$ cat config.mk
export PLATFORM = sky130hd
export DESIGN_NAME = ttwe_ctrl
export DESIGN_NICKNAME = d
export VERILOG_FILES = /design/src/design/ttwe_pkg.sv /design/src/design/ttwe_ctrl.sv
export SDC_FILE = /design/constraint.sdc
export NUM_CORES = 1
export LEC_CHECK = 0
export ABC_AREA = 1
export BUFFER_PORTS_ARGS = -buffer_cell sky130_fd_sc_hd__buf_4
export CORE_AREA = 10 10 47 49
export CTS_CLUSTER_DIAMETER = 120
export DETAILED_ROUTE_END_ITERATION = 10
export DIE_AREA = 0 0 57 59
export GPL_ROUTABILITY_DRIVEN = 0
export GPL_TIMING_DRIVEN = 1
export PLACE_DENSITY = 0.52
export SYNTH_ARGS = -nofsm -noshare
export SYNTH_HDL_FRONTEND = slang
export SYNTH_SLANG_ARGS = --single-unit
$ cat constraint.sdc
create_clock -name clk -period 2.4 [get_ports clk]
set_input_delay 0 -clock clk [delete_from_list [all_inputs] [get_ports clk]]
set_output_delay 0 -clock clk [all_outputs]
set_load 0.005 [all_outputs]
$ cat src/design/ttwe_pkg.sv
// Shared types and constants for the timeout table with earliest-deadline report.
package ttwe_pkg;

    // Table size and field widths.
    localparam int CAPACITY  = 16;
    localparam int CNT_W     = (CAPACITY > 1) ? $clog2(CAPACITY) : 1;
    localparam int PORT_W    = 63;
    localparam int DL_W      = 63;
    localparam int IN_DL_W   = 64;
    localparam int S_TDATA_W = 128;
    localparam int M_TDATA_W = 128;

    // Sequencer states.
    typedef enum logic [2:0] {
        ST_IDLE,
        ST_MATCH,
        ST_APPLY,
        ST_SCAN,
        ST_DONE
    } state_t;

    // Table operation applied to every cell in the same cycle.
    typedef enum logic [1:0] {
        OP_NONE,
        OP_UPDATE,
        OP_INSERT,
        OP_REMOVE
    } op_t;

    // One table entry as held in a cell and as a scan candidate.
    typedef struct packed {
        logic              valid;
        logic [PORT_W-1:0] port;
        logic [DL_W-1:0]   dl;
    } entry_t;

    // Control broadcast from the sequencer to the cells.
    typedef struct packed {
        logic match_en;
        logic apply_en;
        logic scan_en;
        logic out_load;
    } cell_ctl_t;

endpackage

$ cat src/design/ttwe_ctrl.sv
// Sequencer: item handshake, match, apply and scan phases, and the output handshake.
module ttwe_ctrl (
    input  logic                clk,
    input  logic                rst_n,
    input  logic                in_valid,
    output logic                in_ready,
    output logic                out_valid,
    input  logic                out_ready,
    output ttwe_pkg::cell_ctl_t ctl
);

    ttwe_pkg::state_t             state_reg, state_next;
    logic [ttwe_pkg::CNT_W-1:0]   cnt_reg, cnt_next;
    logic                         out_valid_reg, out_valid_next;

    assign in_ready  = (state_reg == ttwe_pkg::ST_IDLE);
    assign out_valid = out_valid_reg;

    // State register, scan counter and output valid flag.
    always_ff @(posedge clk or negedge rst_n)
    begin
        if (!rst_n)
        begin
            state_reg     <= ttwe_pkg::ST_IDLE;
            cnt_reg       <= '0;
            out_valid_reg <= 1'b0;
        end
        else
        begin
            state_reg     <= state_next;
            cnt_reg       <= cnt_next;
            out_valid_reg <= out_valid_next;
        end
    end

    // Next state and per-phase enables.
    always_comb
    begin
        state_next     = state_reg;
        cnt_next       = cnt_reg;
        ctl            = '0;
        out_valid_next = out_valid_reg && !out_ready;
        case (state_reg)
            ttwe_pkg::ST_IDLE:
            begin
                if (in_valid)
                begin
                    state_next = ttwe_pkg::ST_MATCH;
                end
            end
            ttwe_pkg::ST_MATCH:
            begin
                ctl.match_en = 1'b1;
                state_next   = ttwe_pkg::ST_APPLY;
            end
            ttwe_pkg::ST_APPLY:
            begin
                ctl.apply_en = 1'b1;
                cnt_next     = '0;
                state_next   = ttwe_pkg::ST_SCAN;
            end
            ttwe_pkg::ST_SCAN:
            begin
                // The minimum travels one cell per cycle down the row.
                ctl.scan_en = 1'b1;
                cnt_next    = cnt_reg + 1'b1;
                if (cnt_reg == ttwe_pkg::CNT_W'(ttwe_pkg::CAPACITY - 1))
                begin
                    state_next = ttwe_pkg::ST_DONE;
                end
            end
            ttwe_pkg::ST_DONE:
            begin
                // Wait until the output register is free.
                if (!out_valid_reg || out_ready)
                begin
                    ctl.out_load   = 1'b1;
                    out_valid_next = 1'b1;
                    state_next     = ttwe_pkg::ST_IDLE;
                end
            end
            default:
            begin
                state_next = ttwe_pkg::ST_IDLE;
            end
        endcase
    end

endmodule

==> results.tsv <==
metric	value	unit
antenna violations before repair	0	
Yosys cell types	17	
Via density	4.41	
DR DRC count	0	
CP Cell Sequence	inv_2 -> nand2_4 -> inv_1 -> nand2_1 -> inv_1 -> buf_4	
DR iter-0 viols	6	
fin crit share	0.473	
routed length per placed instance	11.0	um
final hold viol count	0	
Initial Util	0.326	
largest net degree at the start of global routing	9	
CP Max Fanout	5	
final WL	905	um
Post-DRT Antenna Nets	0	
Warnings, synthesis	0	
status	complete, no violations	
Cell Area, Placed	537	um^2
I/O Pins	10	
Switching Share	0.411	
Die H	59	um
Top cell by count, worst path	inv_1	
cts bufs inserted	3	
type of destination of the critical path	output port	
sw power	0.261	mW
max FFs per register	4	
Int Pwr	0.375	mW
Max Cap Violations	0	
fin nets	73	
Yosys reg bits	8	
Ant. Diodes	0	
die area	0.00336	mm^2
CTS tree	built	
clock power share	0.164	
htree depth	1	
CP Class	register to output port	
fin. max-slew vios	0	
Synth Area per Inst	8.62	um^2
cell area power density	1100	mW/mm^2
clk root buf	clkbuf_4	
Layout Cells excl Fill	82	
CP Data Required Time	2.40	ns
Synth Cell Area	457	um^2
Post-Synthesis Cells	53	
Post-DP HPWL	714	um
setup_tns	0	ns
vias	362	
core box area	0.00140	mm^2
met2 routed WL	442	um
final clock skew	0.00343	ns
crit start category	register	
slowest CP cell	dfrtp_1	
synthesized net count	58	
first-pass GRT wire length	1640	um
P&R area growth vs syn	26.8	%
Skew-Pair Late Insertion Delay	0.25	ns
Port-buffer cells	9	
Flop pwr share	0.355	
leak pwr	0.314	nW
DR top layer	met4	
GRT Total Usage	0.0625	
vias in the first global route	390	
grt ovf	0	
die span in x	57	um
Tmin final	1.14	ns
CTS max path bufs	2	
Placed Cells	77	
clock slew at reported path FFs	0.06	ns
num rows	14	
actual slew at the worst max-slew pin	0.167	ns
fin area	579	um^2
combinational share of power	0.481	
min-delay worst type	input port to async pin	
delay of the slowest critical-path stage	0.41	ns
Max VDD drop	0.000393	V
final setup fails	0	
Pre-antenna DRT Iters	4	
hold slack	0.0996	ns
worst endpoint data arrival time	1.14	ns
register area share after synthesis	0.438	
routed wl met3	8	um
met1 WL	428	um
Max transition margin	0.888	
unrepaired setup endpoints after global routing	no	
max frequency	880	MHz
layout cells sized above 1	0.333	
clk sinks	8	
## critical path, delay by kind of cell, from the launching register on
kind          cells  cell delay [ns]
buf+inv           4             0.32
flops             1             0.41
simple gates      2             0.14
## power by group through the flow
stage | combinational, mW | sequential (mW) | clock, mW
after floorplan | 0.232 | 0.218 | 0
after global placement | 0.310 | 0.227 | 0
after detailed placement | 0.307 | 0.228 | 0
after CTS | 0.314 | 0.225 | 0.107
after global routing | 0.343 | 0.234 | 0.114
final | 0.306 | 0.226 | 0.104
## cells in the final DEF, fill, tap and decap left out, drive strengths merged
master and n:
buf 9, nand4 2, ha 1, clkbuf 3, nor2 7, dfrtp 8
inv 11, nand3 5, nand3b 1, xnor2 1, dlygate4sd3 2, o21ai 4
nand2 10, a21oi 1, a22o 1
## final cells by class
cell class              instances  area [um^2]
clock buffers                   3         22.5
inverters                      11         41.3
fillers                       155          822
multi-input cells              33          208
flip-flops and latches          8          200
repair buffers                 11         87.6
well taps                      16         20.0
## kinds of logic (layout without fill, tap and decap cells)
group,after synthesis,after routing,synth area share
compound gates,6,6,0.101
simple gates,25,25,0.307
fa+ha+maj,1,1,0.0274
xor+xnor,1,1,0.0192
buf+inv,12,25,0.107
flops,8,8,0.438
## layer usage
metal | global-route usage | vias up
met5 | 0 | -
met2 | 0.0977 | 5
li1 | - | 193
met3 | 0.00644 | 2
met1 | 0.0685 | 162
met4 | 0.0705 | 0
## timing repair
action                    CTS  global route
resized for setup           0             0
hold buffers                2             0
buffers inserted            0             0
hold endpoints to repair    9             0
## path summary, 6_finish.rpt
kind                              start           end  slack (ns)  cells past startpoint
max                        state_reg[2]        ctl[2]        1.26                      6
min                               rst_n     out_valid         0.1                      2
max reg2reg                  cnt_reg[0]  state_reg[2]        1.30                      5
min reg2reg                  cnt_reg[0]    cnt_reg[0]        0.54                      1
max in group asynchronous         rst_n    cnt_reg[3]        2.17                      2
min in group clk               in_valid  state_reg[2]        0.12                      5
## through the flow
step,total power [mW],util,setup WS [ns]
6_report,0.636,0.413,1.26
3_3_place_gp,0.537,0.383,1.33
5_1_grt,0.691,0.413,1.18
2_1_floorplan,0.450,-,1.36
3_5_place_dp,0.536,0.383,1.30
4_1_cts,0.646,0.413,1.26
## cells in the mapped netlist
| cell | number | area share |
|---|---|---|
| a21oi_2 | 1 | 0.019 |
| a22o_2 | 1 | 0.022 |
| buf_4 | 1 | 0.016 |
| dfrtp_1 | 8 | 0.44 |
| ha_1 | 1 | 0.027 |
| inv_1 | 8 | 0.066 |
| inv_2 | 3 | 0.025 |
| nand2_1 | 8 | 0.066 |
| nand2_4 | 2 | 0.049 |
| nand3_1 | 5 | 0.055 |
| nand3b_1 | 1 | 0.016 |
| nand4_1 | 2 | 0.027 |
| nor2_1 | 6 | 0.049 |
| nor2_8 | 1 | 0.044 |
| o21ai_0 | 2 | 0.022 |
| o21ai_2 | 2 | 0.038 |
| xnor2_1 | 1 | 0.019 |
(Power assumes the default switching activity.)
