[src/design/ttwe_pkg.sv]
// Shared types and constants for the timeout table with earliest-deadline report.
package ttwe_pkg;

    // Table size and field widths.
    localparam int CAPACITY  = 16;
    localparam int CNT_W     = (CAPACITY > 1) ? $clog2(CAPACITY) : 1;
    localparam int PORT_W    = 63;
    localparam int DL_W      = 63;
    localparam int IN_DL_W   = 64;
    localparam int S_TDATA_W = 128;
    localparam int M_TDATA_W = 128;

    // Sequencer states.
    typedef enum logic [2:0] {
        ST_IDLE,
        ST_MATCH,
        ST_APPLY,
        ST_SCAN,
        ST_DONE
    } state_t;

    // Table operation applied to every cell in the same cycle.
    typedef enum logic [1:0] {
        OP_NONE,
        OP_UPDATE,
        OP_INSERT,
        OP_REMOVE
    } op_t;

    // One table entry as held in a cell and as a scan candidate.
    typedef struct packed {
        logic              valid;
        logic [PORT_W-1:0] port;
        logic [DL_W-1:0]   dl;
    } entry_t;

    // Control broadcast from the sequencer to the cells.
    typedef struct packed {
        logic match_en;
        logic apply_en;
        logic scan_en;
        logic out_load;
    } cell_ctl_t;

endpackage

[src/design/ttwe_cell.sv]
// One table slot: holds an entry, shifts with its neighbors and passes the running minimum.
module ttwe_cell (
    input  logic                           clk,
    input  logic                           rst_n,
    input  ttwe_pkg::cell_ctl_t            ctl,
    input  ttwe_pkg::op_t                  op,
    input  logic [ttwe_pkg::PORT_W-1:0]    in_port,
    input  logic [ttwe_pkg::DL_W-1:0]      in_dl,
    input  ttwe_pkg::entry_t               prev_entry,
    input  ttwe_pkg::entry_t               next_entry,
    input  logic                           after_in,
    output logic                           after_out,
    output ttwe_pkg::entry_t               entry,
    input  ttwe_pkg::entry_t               cand_in,
    output ttwe_pkg::entry_t               cand_out
);

    logic              valid_reg, valid_next;
    logic [ttwe_pkg::PORT_W-1:0] port_reg, port_next;
    logic [ttwe_pkg::DL_W-1:0]   dl_reg, dl_next;
    logic              match_reg, match_next;
    ttwe_pkg::entry_t  cand_reg, cand_next;

    assign entry     = '{valid: valid_reg, port: port_reg, dl: dl_reg};
    assign after_out = after_in | match_reg;
    assign cand_out  = cand_reg;

    // Port compare against the item and the table update for this slot.
    always_comb
    begin
        match_next = match_reg;
        valid_next = valid_reg;
        port_next  = port_reg;
        dl_next    = dl_reg;
        if (ctl.match_en)
        begin
            match_next = valid_reg && (port_reg == in_port);
        end
        if (ctl.apply_en)
        begin
            case (op)
                ttwe_pkg::OP_UPDATE:
                begin
                    if (match_reg)
                    begin
                        dl_next = in_dl;
                    end
                end
                ttwe_pkg::OP_INSERT:
                begin
                    valid_next = prev_entry.valid;
                    port_next  = prev_entry.port;
                    dl_next    = prev_entry.dl;
                end
                ttwe_pkg::OP_REMOVE:
                begin
                    // Slots at and behind the removed entry move up by one.
                    if (after_out)
                    begin
                        valid_next = next_entry.valid;
                        port_next  = next_entry.port;
                        dl_next    = next_entry.dl;
                    end
                end
                default:
                begin
                    valid_next = valid_reg;
                end
            endcase
        end
    end

    // Running minimum: a valid own entry wins over an empty candidate or on a strictly smaller deadline.
    always_comb
    begin
        cand_next = cand_reg;
        if (ctl.scan_en)
        begin
            if (valid_reg && (!cand_in.valid || (dl_reg < cand_in.dl)))
            begin
                cand_next = entry;
            end
            else
            begin
                cand_next = cand_in;
            end
        end
    end

    // Control bits and the scan candidate are reset; entry payload is not.
    always_ff @(posedge clk or negedge rst_n)
    begin
        if (!rst_n)
        begin
            valid_reg <= 1'b0;
            match_reg <= 1'b0;
            cand_reg  <= '0;
        end
        else
        begin
            valid_reg <= valid_next;
            match_reg <= match_next;
            cand_reg  <= cand_next;
        end
    end

    always_ff @(posedge clk)
    begin
        port_reg <= port_next;
        dl_reg   <= dl_next;
    end

endmodule

[config.mk]
export PLATFORM = sky130hd
export DESIGN_NAME = ttwe_cell
export DESIGN_NICKNAME = d
export VERILOG_FILES = /design/src/design/ttwe_pkg.sv /design/src/design/ttwe_cell.sv
export SDC_FILE = /design/constraint.sdc
export NUM_CORES = 1
export LEC_CHECK = 0
export CORE_AREA = 3 3 300 302
export CTS_CLUSTER_SIZE = 14
export DETAILED_ROUTE_END_ITERATION = 6
export DIE_AREA = 0 0 303 305
export DONT_BUFFER_PORTS = 1
export PLACE_DENSITY = 0.37
export SLEW_MARGIN = 15
export SYNTH_ARGS = -nofsm -noshare
export SYNTH_HDL_FRONTEND = slang
export SYNTH_SLANG_ARGS = --single-unit
[constraint.sdc]
create_clock -name clk -period 4.1 [get_ports clk]
set_input_delay 0.82 -clock clk [delete_from_list [all_inputs] [get_ports clk]]
set_output_delay 0.82 -clock clk [all_outputs]
set_load 0.01 [all_outputs]
==> impl_results.md <==
- Vias in the first global route: 14312
- Synthesized area per cell: 9.270 sq um
- Port buffer count: 0
- Worst Hold Class: in2async
- Number of I/O pins: 771
- Vias/cell: 4.995
- Global-route wire length before repair: 116700 um
- Final Wtd Congestion: 0.8989
- Yosys warnings: 0
- Clk Latency, worst-skew pair: 0.56 ns
- Remaining DRCs: 0
- EDFF count, synth: 126
- Lkg Pwr: 6.996 nW
- Initial antenna violation count: 28
- Most common cell after layout, fill and taps aside: nor2_1
- Max reg flops: 127
- Synth async-reset ratio: 50.59%
- Final nets: 2275
- Initial Util: 18.64%
- Layout Cells excl Fill: 2901
- Status: finished, final reports clean
- Final setup TNS: 0 ns
- Setup Viol. Count Final: 0
- Number of fill cells: 9630
- ANT nets after route: 0
- Reg2reg start: dl_reg[61]
- Highest Clock Rate: 286.3 MHz
- Final WL: 85770 um
- Synthesis-stage register bit count: 255
- # rows: 109
- Final min period: 3.493 ns
- Placed cell count: 2821
- Critical Path Source Type: flip-flop
- Synth Flop Type: dfrtp_1
- Post-route total power: 8.332 mW
- Root Buffer: clkbuf_16
- Congestion Overflow GR: 0
- Fin. max-slew vios: 0
- Max cap viols: 0
- RR Endpoint: cand_out[80]
- Clk slew on worst S/H paths: 0.06 ns
- Die area: 0.09242 sq mm
- Pwr dens: 434.8 mW/mm^2
- Wire per inst: 29.57 um
- R2R cell count: 12
- Final instance area: 0.01916 sq mm
- VDD IR max: 0.0002541 V
- Core Footprint: 0.08797 sq mm
- Post-CTS Hold Fix Bufs: 1
- Largest net degree at the start of global routing: 255
- Iteration-0 DRC Markers: 1035
- Worst Tran Pin Value: 0.9627 ns
- Buffer count from post-CTS setup fixing: 0
- TritonCTS clock tree: done
- Synth-to-layout area growth: 16.85%
- Syn nets: 2347
- Sequential share of the synthesized area: 42.76%
- Final period utilization: 85.20%
- CP Data Arrival Time: 3.96 ns
- Total CTS buffers: 38
- Die Ht: 305 um
- First-pass DRT Iterations: 5
- Clock tree buffer depth: 3
- Hpwl dp: 64870 um
- PostCTS Resize Cnt: 0
- Most frequent cells in the layout: nor2_1 (198), nand2_1 (133), nand3_1 (133), dfrtp_1 (129), a31oi_1 (127)
- Rel. slew slack: 35.82%
- Total GRT Usage: 17.69%
- Syn Std Cell Area: 0.01640 sq mm
- Layout Skew: 0.02521 ns
- Reg-to-reg setup timing slack: 0.61 ns
- Worst EP required: 4.56 ns
- Worst-path fanout max: 22
- Crit Path Category: reg2reg
- Post-synth cell types: 48
- Hold WS: 0.2444 ns
- Die extent in x: 303 um
- Share of cells above drive strength 1: 10.65%
- Syn Inst Count: 1769
- Clock Sinks: 255
- CP Capture Type: flip-flop
- Final hold violation count: 0
- Via count: 14490
- Area post-placement: 0.01784 sq mm
- RSZ-0062 raised after global routing: false
- CTS H-tree lvls: 2
-- cells by family after synthesis --
| family | after synthesis | synth area share, % |
|---|---|---|
| AOI/OAI and AO/OA | 522 | 22.55 |
| xor gates and xnor gates | 38 | 2.030 |
| adders and majority gates | 62 | 4.731 |
| buffers and inverters | 256 | 6.264 |
| DFF | 255 | 42.76 |
| muxes | 127 | 8.233 |
| and+or+nand+nor | 509 | 13.44 |
-- metal layers --
layer	global-route usage [%]	wire length (um)	part of all wire [%]	vias up
met3	6.304	7972	9.3	151
met1	19.22	31580	37	7139
met2	31.33	42790	50	703
met5	0	34	0.040	-
li1	-	-	-	6493
met4	6.538	3396	4.0	4
-- Yosys cell counts (3+ instances only) --
| cell | n | area [sq um] |
|---|---|---|
| nand2b_1 | 4 | 25.02 |
| a31oi_1 | 127 | 794.5 |
| mux2_2 | 63 | 709.4 |
| buf_4 | 4 | 30.03 |
| o22ai_1 | 8 | 50.05 |
| nand4_1 | 20 | 125.1 |
| nand2_1 | 134 | 503.0 |
| nor2_1 | 198 | 743.2 |
| clkbuf_1 | 115 | 431.7 |
| o2bb2ai_1 | 3 | 26.28 |
| a21oi_1 | 93 | 465.5 |
| o32a_1 | 13 | 130.1 |
| edfxtp_1 | 126 | 3784 |
| o21ai_0 | 11 | 55.05 |
| xnor2_1 | 25 | 219.0 |
| inv_1 | 91 | 341.6 |
| mux2i_1 | 64 | 640.6 |
| a221oi_1 | 6 | 52.55 |
| buf_2 | 35 | 175.2 |
| o211ai_1 | 126 | 945.9 |
| o31a_1 | 113 | 989.7 |
| nand3_1 | 133 | 665.6 |
| o21ai_1 | 3 | 15.01 |
| nor2b_1 | 3 | 18.77 |
| dfrtp_1 | 129 | 3228 |
| xor2_1 | 13 | 113.9 |
| a22o_1 | 5 | 43.79 |
| ha_1 | 62 | 775.7 |
| nor4_1 | 9 | 56.30 |
| buf_1 | 10 | 37.54 |
-- critical path: stages (launching register included) --
cell	delay, ns
edfxtp_1	0.57
ha_1	0.40
nand4_1	0.19
nor4_1	0.37
buf_4	0.20
nand3_1	0.08
buf_4	0.19
nor4_2	0.24
o2bb2ai_4	0.26
buf_12	0.23
buf_4	0.20
o211ai_1	0.20
a31oi_1	0.26
-- report_power, final --
group	switching (mW)	internal [mW]
Clock	1.32	2.08
Combinational	0.851	0.613
Sequential	0.467	3.00
-- area by class of cell --
type	instances	area (sq um)	area share [%]
multi-input combinational	1258	8442	44.06
sequential	255	7012	36.59
tap	1165	1458	7.607
clock buffer	54	1115	5.818
timing repair buffer	53	618.1	3.226
inverter	91	341.6	1.783
clock inverter	16	152.6	0.7967
antenna	9	22.52	0.1175
-- stage by stage --
step / setup slack [ns] / util (%)
global route: 0.3250 / 21.77
global placement: 0.5024 / 20.28
CTS: 0.6101 / 21.75
floorplan: 0.7283 / -
detailed placement: 0.4245 / 20.28
finish: 0.6068 / 21.78
-- how the worst max path moves through the flow --
stage	from	to	slack, ns
final	dl_reg[61]	cand_out[80]	0.61
after global routing	dl_reg[61]	cand_out[80]	0.32
after CTS	dl_reg[62]	cand_out[80]	0.61
after detailed placement	cand_in[62]	cand_out[80]	0.42
after global placement	cand_in[62]	cand_out[80]	0.50
after floorplan	op[0]	dl_reg[0]	0.73
Note: power is estimated with default switching activity, not from simulation.
